### src/hdl/dsq_pkg.sv
package dsq_pkg;

    localparam int CHANNELS  = 3;
    localparam int TIME_BITS = 32;
    localparam int CFG_W     = 16;
    localparam int CFG_IDX_W = 2;

    localparam logic [1:0] CMD_PIN_CHANGE = 2'd0;
    localparam logic [1:0] CMD_SAMPLE     = 2'd1;
    localparam logic [1:0] CMD_READ_EDGE  = 2'd2;
    localparam logic [1:0] CMD_LOAD_INIT  = 2'd3;

    localparam logic [CFG_IDX_W-1:0] REG_DEBOUNCE_WINDOW = 2'd0;
    localparam logic [CFG_IDX_W-1:0] REG_STABLE_NEEDED   = 2'd1;
    localparam logic [CFG_IDX_W-1:0] REG_EDGE_NOTIFY     = 2'd2;
    localparam logic [CFG_IDX_W-1:0] REG_ACTIVE_LOW      = 2'd3;

    localparam logic [15:0]         WINDOW_RESET      = 16'd5000;
    localparam logic [3:0]          NEEDED_RESET      = 4'd3;
    localparam logic [CHANNELS-1:0] EDGE_NOTIFY_RESET = CHANNELS'(1);
    localparam logic [CHANNELS-1:0] ACTIVE_LOW_RESET  = {CHANNELS{1'b1}};

    typedef struct packed {
        logic [15:0]         debounce_window;
        logic [3:0]          stable_samples_needed;
        logic [CHANNELS-1:0] edge_notify_mask;
        logic [CHANNELS-1:0] active_low_mask;
    } dsq_cfg_t;

    typedef struct packed {
        logic [1:0]           cmd;
        logic [1:0]           channel;
        logic                 pin_level;
        logic [TIME_BITS-1:0] time_us;
    } dsq_item_t;

    typedef struct packed {
        logic       notify_valid;
        logic [1:0] notify_channel;
        logic       notify_level;
        logic       notify_is_edge;
        logic [2:0] stable_levels;
        logic       edge_flag_read;
    } dsq_result_t;

endpackage

### src/hdl/debounce_stability_qualifier_core.sv
// a beat moves from the input register to the result register on its way to m_tdata
// throughput: one beat per cycle unless m_tready stalls; channel state is read, updated
// and written as the beat fires; a stalled result still lets an idle input register fill
// reset: aresetn synchronous active low; clears all channel state to zero and
// loads the configuration defaults (window 5000, 3 samples, notify mask 1, active low 7)
module debounce_stability_qualifier_core (
    input  logic                          aclk,
    input  logic                          aresetn,
    input  logic                          s_tvalid,
    output logic                          s_tready,
    input  logic [39:0]                   s_tdata,  // channel, pin_level, time_us, zero pad
    input  logic [1:0]                    s_tuser,  // cmd
    output logic                          m_tvalid,
    input  logic                          m_tready,
    output logic [7:0]                    m_tdata,  // notify_valid, notify_channel,
                                                    // notify_level, stable_levels,
                                                    // edge_flag_read
    output logic [0:0]                    m_tuser,  // notify_is_edge
    input  logic                          cfg_we,
    input  logic [dsq_pkg::CFG_IDX_W-1:0] cfg_index,
    input  logic [dsq_pkg::CFG_W-1:0]     cfg_wdata
);
    import dsq_pkg::*;

    dsq_cfg_t    cfg;
    dsq_item_t   item_reg;
    logic        in_valid_reg;
    logic        out_valid_reg;
    dsq_result_t result;
    dsq_result_t result_reg;
    logic        fire;

    assign fire     = in_valid_reg && (!out_valid_reg || m_tready);
    assign s_tready = !in_valid_reg || fire;

    dsq_cfg_regs u_cfg (
        .aclk      (aclk),
        .aresetn   (aresetn),
        .cfg_we    (cfg_we),
        .cfg_index (cfg_index),
        .cfg_wdata (cfg_wdata),
        .cfg       (cfg)
    );

    dsq_channel_logic u_logic (
        .aclk    (aclk),
        .aresetn (aresetn),
        .fire    (fire),
        .item    (item_reg),
        .cfg     (cfg),
        .result  (result)
    );

    always_ff @(posedge aclk) begin
        if (!aresetn) begin
            in_valid_reg  <= 1'b0;
            out_valid_reg <= 1'b0;
        end else begin
            if (s_tready) begin
                in_valid_reg <= s_tvalid;
            end
            if (fire) begin
                out_valid_reg <= 1'b1;
            end else if (m_tready) begin
                out_valid_reg <= 1'b0;
            end
        end
    end

    always_ff @(posedge aclk) begin
        if (s_tready && s_tvalid) begin
            item_reg.cmd       <= s_tuser;
            item_reg.channel   <= s_tdata[1:0];
            item_reg.pin_level <= s_tdata[2];
            item_reg.time_us   <= s_tdata[34:3];
        end
        if (fire) begin
            result_reg <= result;
        end
    end

    assign m_tvalid = out_valid_reg;
    assign m_tdata  = {result_reg.edge_flag_read, result_reg.stable_levels,
                       result_reg.notify_level, result_reg.notify_channel,
                       result_reg.notify_valid};
    assign m_tuser  = result_reg.notify_is_edge;

endmodule

### src/hdl/dsq_cfg_regs.sv
module dsq_cfg_regs (
    input  logic                          aclk,
    input  logic                          aresetn,
    input  logic                          cfg_we,
    input  logic [dsq_pkg::CFG_IDX_W-1:0] cfg_index,
    input  logic [dsq_pkg::CFG_W-1:0]     cfg_wdata,
    output dsq_pkg::dsq_cfg_t             cfg
);
    import dsq_pkg::*;

    dsq_cfg_t cfg_reg;

    always_ff @(posedge aclk) begin
        if (!aresetn) begin
            cfg_reg.debounce_window       <= WINDOW_RESET;
            cfg_reg.stable_samples_needed <= NEEDED_RESET;
            cfg_reg.edge_notify_mask      <= EDGE_NOTIFY_RESET;
            cfg_reg.active_low_mask       <= ACTIVE_LOW_RESET;
        end else if (cfg_we) begin
            case (cfg_index)
                REG_DEBOUNCE_WINDOW: cfg_reg.debounce_window <= cfg_wdata[15:0];
                REG_STABLE_NEEDED:   cfg_reg.stable_samples_needed <= cfg_wdata[3:0];
                REG_EDGE_NOTIFY:     cfg_reg.edge_notify_mask <= cfg_wdata[CHANNELS-1:0];
                REG_ACTIVE_LOW:      cfg_reg.active_low_mask <= cfg_wdata[CHANNELS-1:0];
                default: begin
                end
            endcase
        end
    end

    assign cfg = cfg_reg;

endmodule

### src/hdl/dsq_channel_logic.sv
module dsq_channel_logic (
    input  logic                 aclk,
    input  logic                 aresetn,
    input  logic                 fire,
    input  dsq_pkg::dsq_item_t   item,
    input  dsq_pkg::dsq_cfg_t    cfg,
    output dsq_pkg::dsq_result_t result
);
    import dsq_pkg::*;

    logic [CHANNELS-1:0]  deb_reg, deb_next;
    logic [CHANNELS-1:0]  stable_reg, stable_next;
    logic [CHANNELS-1:0]  edge_reg, edge_next;
    logic [CHANNELS-1:0]  raw_reg, raw_next;
    logic [TIME_BITS-1:0] time_reg [CHANNELS];
    logic [TIME_BITS-1:0] time_next [CHANNELS];
    logic [3:0]           cnt_reg [CHANNELS];
    logic [3:0]           cnt_next [CHANNELS];

    always_comb begin
        logic                 lvl;
        logic [TIME_BITS-1:0] diff;
        logic [3:0]           cnt_inc;
        deb_next    = deb_reg;
        stable_next = stable_reg;
        edge_next   = edge_reg;
        raw_next    = raw_reg;
        time_next   = time_reg;
        cnt_next    = cnt_reg;
        result      = '0;
        for (int k = 0; k < CHANNELS; k++) begin
            lvl     = item.pin_level ^ cfg.active_low_mask[k];
            diff    = item.time_us - time_reg[k];
            cnt_inc = cnt_reg[k] + 4'd1;
            if (item.channel == 2'(k)) begin
                case (item.cmd)
                    CMD_PIN_CHANGE: begin
                        if (lvl != raw_reg[k]) begin
                            raw_next[k] = lvl;
                            if (diff > TIME_BITS'(cfg.debounce_window)) begin
                                deb_next[k]  = lvl;
                                time_next[k] = item.time_us;
                                cnt_next[k]  = 4'd0;
                                if (lvl && !deb_reg[k]) begin
                                    edge_next[k] = 1'b1;
                                    if (cfg.edge_notify_mask[k]) begin
                                        result.notify_valid   = 1'b1;
                                        result.notify_channel = item.channel;
                                        result.notify_level   = 1'b1;
                                        result.notify_is_edge = 1'b1;
                                    end
                                end
                            end
                        end
                    end
                    CMD_SAMPLE: begin
                        if (lvl == deb_reg[k]) begin
                            if (cnt_reg[k] < cfg.stable_samples_needed) begin
                                cnt_next[k] = cnt_inc;
                                if (cnt_inc >= cfg.stable_samples_needed &&
                                    stable_reg[k] != deb_reg[k]) begin
                                    stable_next[k]        = deb_reg[k];
                                    result.notify_valid   = 1'b1;
                                    result.notify_channel = item.channel;
                                    result.notify_level   = deb_reg[k];
                                end
                            end
                        end else begin
                            deb_next[k] = lvl;
                            cnt_next[k] = 4'd0;
                        end
                    end
                    CMD_READ_EDGE: begin
                        result.edge_flag_read = edge_reg[k];
                        edge_next[k]          = 1'b0;
                    end
                    CMD_LOAD_INIT: begin
                        deb_next[k]    = lvl;
                        stable_next[k] = lvl;
                        raw_next[k]    = lvl;
                        cnt_next[k]    = cfg.stable_samples_needed;
                    end
                    default: begin
                    end
                endcase
            end
        end
        for (int k = 0; k < 3; k++) begin
            if (k < CHANNELS) begin
                result.stable_levels[k] = stable_next[k];
            end
        end
    end

    always_ff @(posedge aclk) begin
        if (!aresetn) begin
            deb_reg    <= '0;
            stable_reg <= '0;
            edge_reg   <= '0;
            raw_reg    <= '0;
            for (int k = 0; k < CHANNELS; k++) begin
                time_reg[k] <= '0;
                cnt_reg[k]  <= '0;
            end
        end else if (fire) begin
            deb_reg    <= deb_next;
            stable_reg <= stable_next;
            edge_reg   <= edge_next;
            raw_reg    <= raw_next;
            time_reg   <= time_next;
            cnt_reg    <= cnt_next;
        end
    end

endmodule

### config.mk
export PLATFORM = sky130hd
export DESIGN_NAME = debounce_stability_qualifier_core
export DESIGN_NICKNAME = d
export VERILOG_FILES = /design/src/hdl/dsq_pkg.sv /design/src/hdl/debounce_stability_qualifier_core.sv /design/src/hdl/dsq_cfg_regs.sv /design/src/hdl/dsq_channel_logic.sv
export SDC_FILE = /design/constraint.sdc
export NUM_CORES = 1
export LEC_CHECK = 0
export BUFFER_PORTS_ARGS = -buffer_cell sky130_fd_sc_hd__buf_2
export CAP_MARGIN = 10
export CORE_ASPECT_RATIO = 0.9
export CORE_MARGIN = 3
export CORE_UTILIZATION = 55
export CTS_CLUSTER_DIAMETER = 150
export DETAILED_ROUTE_END_ITERATION = 7
export PLACE_DENSITY = 0.74
export SLEW_MARGIN = 30
export SYNTH_ARGS = -nofsm -noshare
export SYNTH_HDL_FRONTEND = slang
export SYNTH_SLANG_ARGS = --single-unit
### constraint.sdc
create_clock -name aclk -period 13 [get_ports aclk]
set_input_delay 1.3 -clock aclk [delete_from_list [all_inputs] [get_ports aclk]]
set_output_delay 1.3 -clock aclk [all_outputs]
set_load 0.02 [all_outputs]
Yosys cells after proc, flatten, opt, wreduce, memory -nomap -nowiden
Cells that the tools add are included.

Magnitude comparators: 9. Reduce and logical (&&, ||, !) cells: 41. Bitwise operators: 3. Equal/unequal tests: 32. Multiplexer cells: 100. Add/sub/neg operators: 6.

Operator list (count): $gt A32 B16 Y1 (3); $sub A32 B32 Y32 (3); $mux W5 (17); $mux W4 (21); $reduce_and A6 Y1 (9); $mux W1 (44); $pmux W4 S3 (3); $pmux W4 S2 (3); $ne A2 B1 Y1 const B (9); $pmux W1 S2 (9); $reduce_and A5 Y1 (3); $add A4 B1 Y4 const B (3); $ge A4 B4 Y1 (3); $lt A4 B4 Y1 (3); $reduce_and A4 Y1 (3); $eq A2 B2 Y1 const B (5); $ne A3 B3 Y1 const B (3); $pmux W1 S3 (3); $logic_and A1 B1 Y1 (8); $reduce_and A2 Y1 (4); $eq A2 B1 Y1 const B (3); $logic_not A2 Y1 (3); $ne A1 B1 Y1 (6); $ne A2 B2 Y1 const B (3); 6 further kinds (17).

Flip-flop bits (word level): 194. Logic and storage cells: 223. Output and inout port bits: 11. Bits of input ports: 65.

Depth between registers and ports, before layout
Word-level depth: 21. Depth in mapped cells: 24. Depth with buffers taken out: 23.

Cells and area by module
From an unflattened synthesis, not the netlist that was laid out.

Cells, all modules: 1797. Area, all modules: 15157.0 um^2.

Modules (own cells, without submodules): dsq_channel_logic (sequential area each 2402.3 um^2, cells an instance 1630, instances 1, area each 12560.8 um^2); debounce_stability_qualifier_core (sequential area each 1421.4 um^2, cells an instance 55, instances 1, area each 1485.2 um^2); dsq_cfg_regs (sequential area each 520.5 um^2, cells an instance 112, instances 1, area each 1111.1 um^2).

Worst setup path after synthesis
No wires, ideal clock.

Path type: flip-flop to flip-flop. From: reg item_reg[1] (netlist bit). To: reg u_logic.time_reg[10] (netlist bit). Buffers on the path: 1. Arrival: 4821 ps. Cell stages (with the launch flop): 23. Setup time: 72 ps. Path slack: 8108 ps. Cells stage by stage: edfxtp_1 ha_1 nor2b_1 o31a_1 a2111oi_2 or2_2 o21ai_0 nand3_1 nand2_1 xor2_1 ha_1 nand4_1 nor2_1 a221o_1 o31a_1 a21o_1 a2111oi_0 nor4b_1 o2111a_1 nor2_2 nand2_4 buf_4 mux2i_1.

Word-level cells in the longest chain between the ends: 3.

RTL lines: from (decl) (RTL line debounce_stability_qualifier_core.sv:26) `dsq_item_t item_reg;`; $sub A32 B32 Y32 (RTL line dsq_channel_logic.sv:33) `diff = item.time_us - time_reg[k];`; $gt A32 B16 Y1 (RTL line dsq_channel_logic.sv:40) `if (diff > TIME_BITS'(cfg.debounce_window)) begin`; $reduce_and A5 Y1 (no line); to (signal assigned) (RTL line dsq_channel_logic.sv:110) `time_reg <= time_next;`; to (decl) (RTL line dsq_channel_logic.sv:15) `logic [TIME_BITS-1:0] time_reg [CHANNELS];`.

No other way between the ends. A chain may end at the register's enable or synchronous reset.

Worst setup path in the final report
From: reg item_reg[1] (netlist bit). To: reg u_logic.time_reg[19] (netlist bit).

Same word-level chain as after synthesis.

==> impl_results.md <==
- Outcome: complete, no violations
- TNS Setup: 0 ps
- Number of vias after detailed routing: ~14000
- Total placed instance area: 15700 um^2
- Type of origin of the critical path: flip-flop
- Iteration-0 DRC count of the detailed router: between 1000 and 1500
- Pin count of the biggest net entering global routing: 84
- DRC violations left: 0
- Part of the power in the clock network: 36.2%
- Ratio of final minimum period to clock period: between 40% and 50%
- CTS tree: done
- Number of diodes added for antenna fixing: 0
- Hold EP: u_cfg.cfg[14]$_SDFFE_PN0P_
- Core Region: roughly 27000 um^2
- Number of nets still failing antenna checks after routing: 0
- Total number of clock tree sinks: ~190
- Flip-flop and latch count after synthesis: 194
- Measured slew at the worst slew-check pin: 888.2 ps
- Fraction of power spent switching nets: 32.31%
- Worst clock skew: 17.29 ps
- Die area: 29670 um^2
- Final core occ: 60.15%
- Synthesized netlist cell count: about 1900
- Grt total ovfl: 0
- Peak ir drop on the vdd network: ~96 uV
- Placement row count: 57
- Cell area after synthesis: about 15000 um^2
- Type of the setup path with the least slack: flip-flop to flip-flop
- Worst setup EP type: flip-flop
- Final WL: about 40000 um
- Die Ht: 163.7 um
- Critical-path maximum fanout: 35
- Router iterations before antenna repair: 5
- Internal power consumption: 1033 uW
- Sw power: slightly below 500 uW
- Post-route cell area: 16300 um^2
- Number of nets in the finished design: 2150
- Post-Synthesis Net Count: 2130
- Syn-to-layout area delta: 7.235%
- Worst-case register-to-register setup slack: 6540 ps
- Reg clk slew, reported paths: about 80 ps
- Post-CTS setup buffer count: 0
- Via count of the first global-routing pass: between 10000 and 15000
- Insertion delay to the later sink of the worst-skew pair: 460 ps
- Resize count post-CTS: 0
- Post-synth ARST share: 0%
- Final hold viol count: 0
- Leading register cell type out of synthesis: sky130_fd_sc_hd__dfxtp_1
- Hold wc startpoint: u_cfg.cfg[14]$_SDFFE_PN0P_
- CTS root buf: sky130_fd_sc_hd__clkbuf_16
- Unrepaired setup endpoints after global routing: no
- Leakage dissipation: 0.006423 uW
- Die X: 181.2 um
- Worst slew slack as a fraction of its limit: 39.26%
- Fin crit period: between 6000 and 7000 ps
- Initial core utilization: between 50% and 60%
- Cts hold-fix bufs: 0
- Number of flops mapped to enable cells by yosys: 46
- Final weighted congestion in routability-driven placement: 0.9765
- Max-capacitance violation count: 0
- Maximum count of clock buffers along a single path: 2
- Count of yosys warnings during synthesis: 0
- Sequential-to-total area share from yosys stat: 28.58%
- Count of pins over their slew limit: 0
- Wire length of the first global-routing pass: between 60000 and 70000 um
- GRT Util Overall: between 20 and 30%
- Distinct cell type count after synthesis: 83
- Library cell occupying the most area in the post-synthesis netlist: sky130_fd_sc_hd__dfxtp_1
- Antenna violations before repair: 0
- Fraction of power consumed by combinational cells: 21.1%
- Num CTS Buffers: 17
- Cell with the most instances after synthesis: sky130_fd_sc_hd__nand2_1
- Power density cells: 93.66 nW/um^2
- Class of the tightest hold or removal check: flip-flop to flip-flop
- Post-synth top area share: 19.49%
- Fraction of final layout cells with drive strength greater than 1: between 7 and 8%
- List of most frequent post-synthesis cells: sky130_fd_sc_hd__nand2_1 (290), sky130_fd_sc_hd__a21oi_1 (182), sky130_fd_sc_hd__ha_1 (171)
- Mean Syn Cell Area: 8.039 um^2
- Cells on Worst Hold Path: 2
- FF-to-FF path depth: 21
- Detailed-route wire length per cell: 18.02 um
- Post-DP HPWL: slightly above 30000 um
- Sequential Power Share: roughly 43%
- Setup Viol. Count Final: 0
- Data required time of the worst path: 13380 ps
- F_max: 154.7 MHz
- Flip-flop count of the largest register, all copies and words added: 96
- Terminus of the critical flop-to-flop path: u_logic.time_reg[19]$_SDFFE_PN0P_
- Startpoint of the lowest-slack register-to-register path: item_reg[1]$_DFFE_PP_
- I/O pins: between 70 and 80
- Via density per instance: 6.089
- Cells taking the most area after synthesis: sky130_fd_sc_hd__dfxtp_1 (19%), sky130_fd_sc_hd__ha_1 (14%), sky130_fd_sc_hd__edfxtp_1 (9.1%)
- Depth of the CTS H-tree: 4
- Number of input and output port buffers inserted: 70
- Data arrival, critical path: 6840 ps
-- how the worst max path moves through the flow --
stage / from / endpoint / slack, ps / depth (start not counted)
after floorplan: item_reg[1]$_DFFE_PP_ / u_logic.time_reg[10]$_SDFFE_PN0P_ / 8110 / 22
after global placement: item_reg[1]$_DFFE_PP_ / u_logic.cnt_reg[2]$_SDFFE_PN0P_ / 6680 / 21
final: item_reg[1]$_DFFE_PP_ / u_logic.time_reg[19]$_SDFFE_PN0P_ / 6540 / 21
after detailed placement: item_reg[0]$_DFFE_PP_ / u_logic.time_reg[19]$_SDFFE_PN0P_ / 6680 / 23
after CTS: item_reg[0]$_DFFE_PP_ / u_logic.time_reg[30]$_SDFFE_PN0P_ / 6610 / 23
after global routing: item_reg[0]$_DFFE_PP_ / u_logic.time_reg[3]$_SDFFE_PN0P_ / 6240 / 23
-- worst max-delay path, stage by stage (launching register included) --
cell                        delay (ps)
sky130_fd_sc_hd__edfxtp_1          560
sky130_fd_sc_hd__ha_1              360
sky130_fd_sc_hd__nor2b_1           140
sky130_fd_sc_hd__o31a_1            340
sky130_fd_sc_hd__a2111oi_2         620
sky130_fd_sc_hd__or2_2             240
sky130_fd_sc_hd__o21ai_0           150
sky130_fd_sc_hd__nand3_1           130
sky130_fd_sc_hd__nand2_1            70
sky130_fd_sc_hd__xor2_1            170
sky130_fd_sc_hd__ha_1              310
sky130_fd_sc_hd__nand4_1           150
sky130_fd_sc_hd__nor3_1            450
sky130_fd_sc_hd__nand4_1           220
sky130_fd_sc_hd__o31a_1            210
sky130_fd_sc_hd__a21o_1            170
sky130_fd_sc_hd__a2111oi_0         350
sky130_fd_sc_hd__nor4b_1           290
sky130_fd_sc_hd__o2111a_1          420
sky130_fd_sc_hd__nor2_2            140
sky130_fd_sc_hd__nand2_4           560
sky130_fd_sc_hd__mux2i_1           280
-- cell families after synthesis --
family	synth area share, %
muxes	5.704
buffers and inverters	5.935
xor gates and xnor gates	4.437
adders and majority gates	14.47
and+or+nand+nor	19.21
DFF	28.58
AOI/OAI and AO/OA	21.66
-- metrics by stage --
step                      setup slack [ps]  hold WS [ps]  cells  power (uW)
after floorplan                       8108         434.7   1891       894.4
after global placement                6683         443.0   2246       971.6
after detailed placement              6677         446.5   2246       979.4
after global routing                  6242         482.3   2278        1598
final                                 6538         456.7   2278        1527
after CTS                             6614         456.9   2278        1528
-- power by group through the flow --
stage	sequential (uW)	combinational [uW]	clock, uW
5_1_grt	654	359	586
3_3_place_gp	665	306	0
2_1_floorplan	658	237	0
6_report	652	322	553
3_5_place_dp	666	314	0
4_1_cts	652	317	560
-- layer usage --
layer | GRT usage, % | part of all wire (%)
met3 | 3.654 | 5.9
met2 | 43.67 | 44
met5 | 0 | 0
met1 | 38.30 | 47
met4 | 9.484 | 2.9
-- cells in the final DEF (no fill, tap or decap), drive strengths merged, types with 35 or more instances in the layout --
cell type	Yosys	layout
ha	171	171
nand4	35	35
dfxtp	148	148
xnor2	42	42
inv	144	151
mux2i	81	81
o21ai	114	114
nor2	97	97
edfxtp	46	46
xor2	35	35
nand3	49	49
nand2	291	291
buf	16	76
a21oi	184	184
-- cell type report --
type / count / area [um^2]
clock buffers: 18 / 429.2
clock inverters: 14 / 167.7
fillers: 2430 / 10800
inverters: 145 / 545.5
multi-input cells: 1477 / 9973
flip-flops and latches: 194 / 4344
well taps: 354 / 442.9
repair buffers: 76 / 397.9
(Power assumes the default switching activity.)
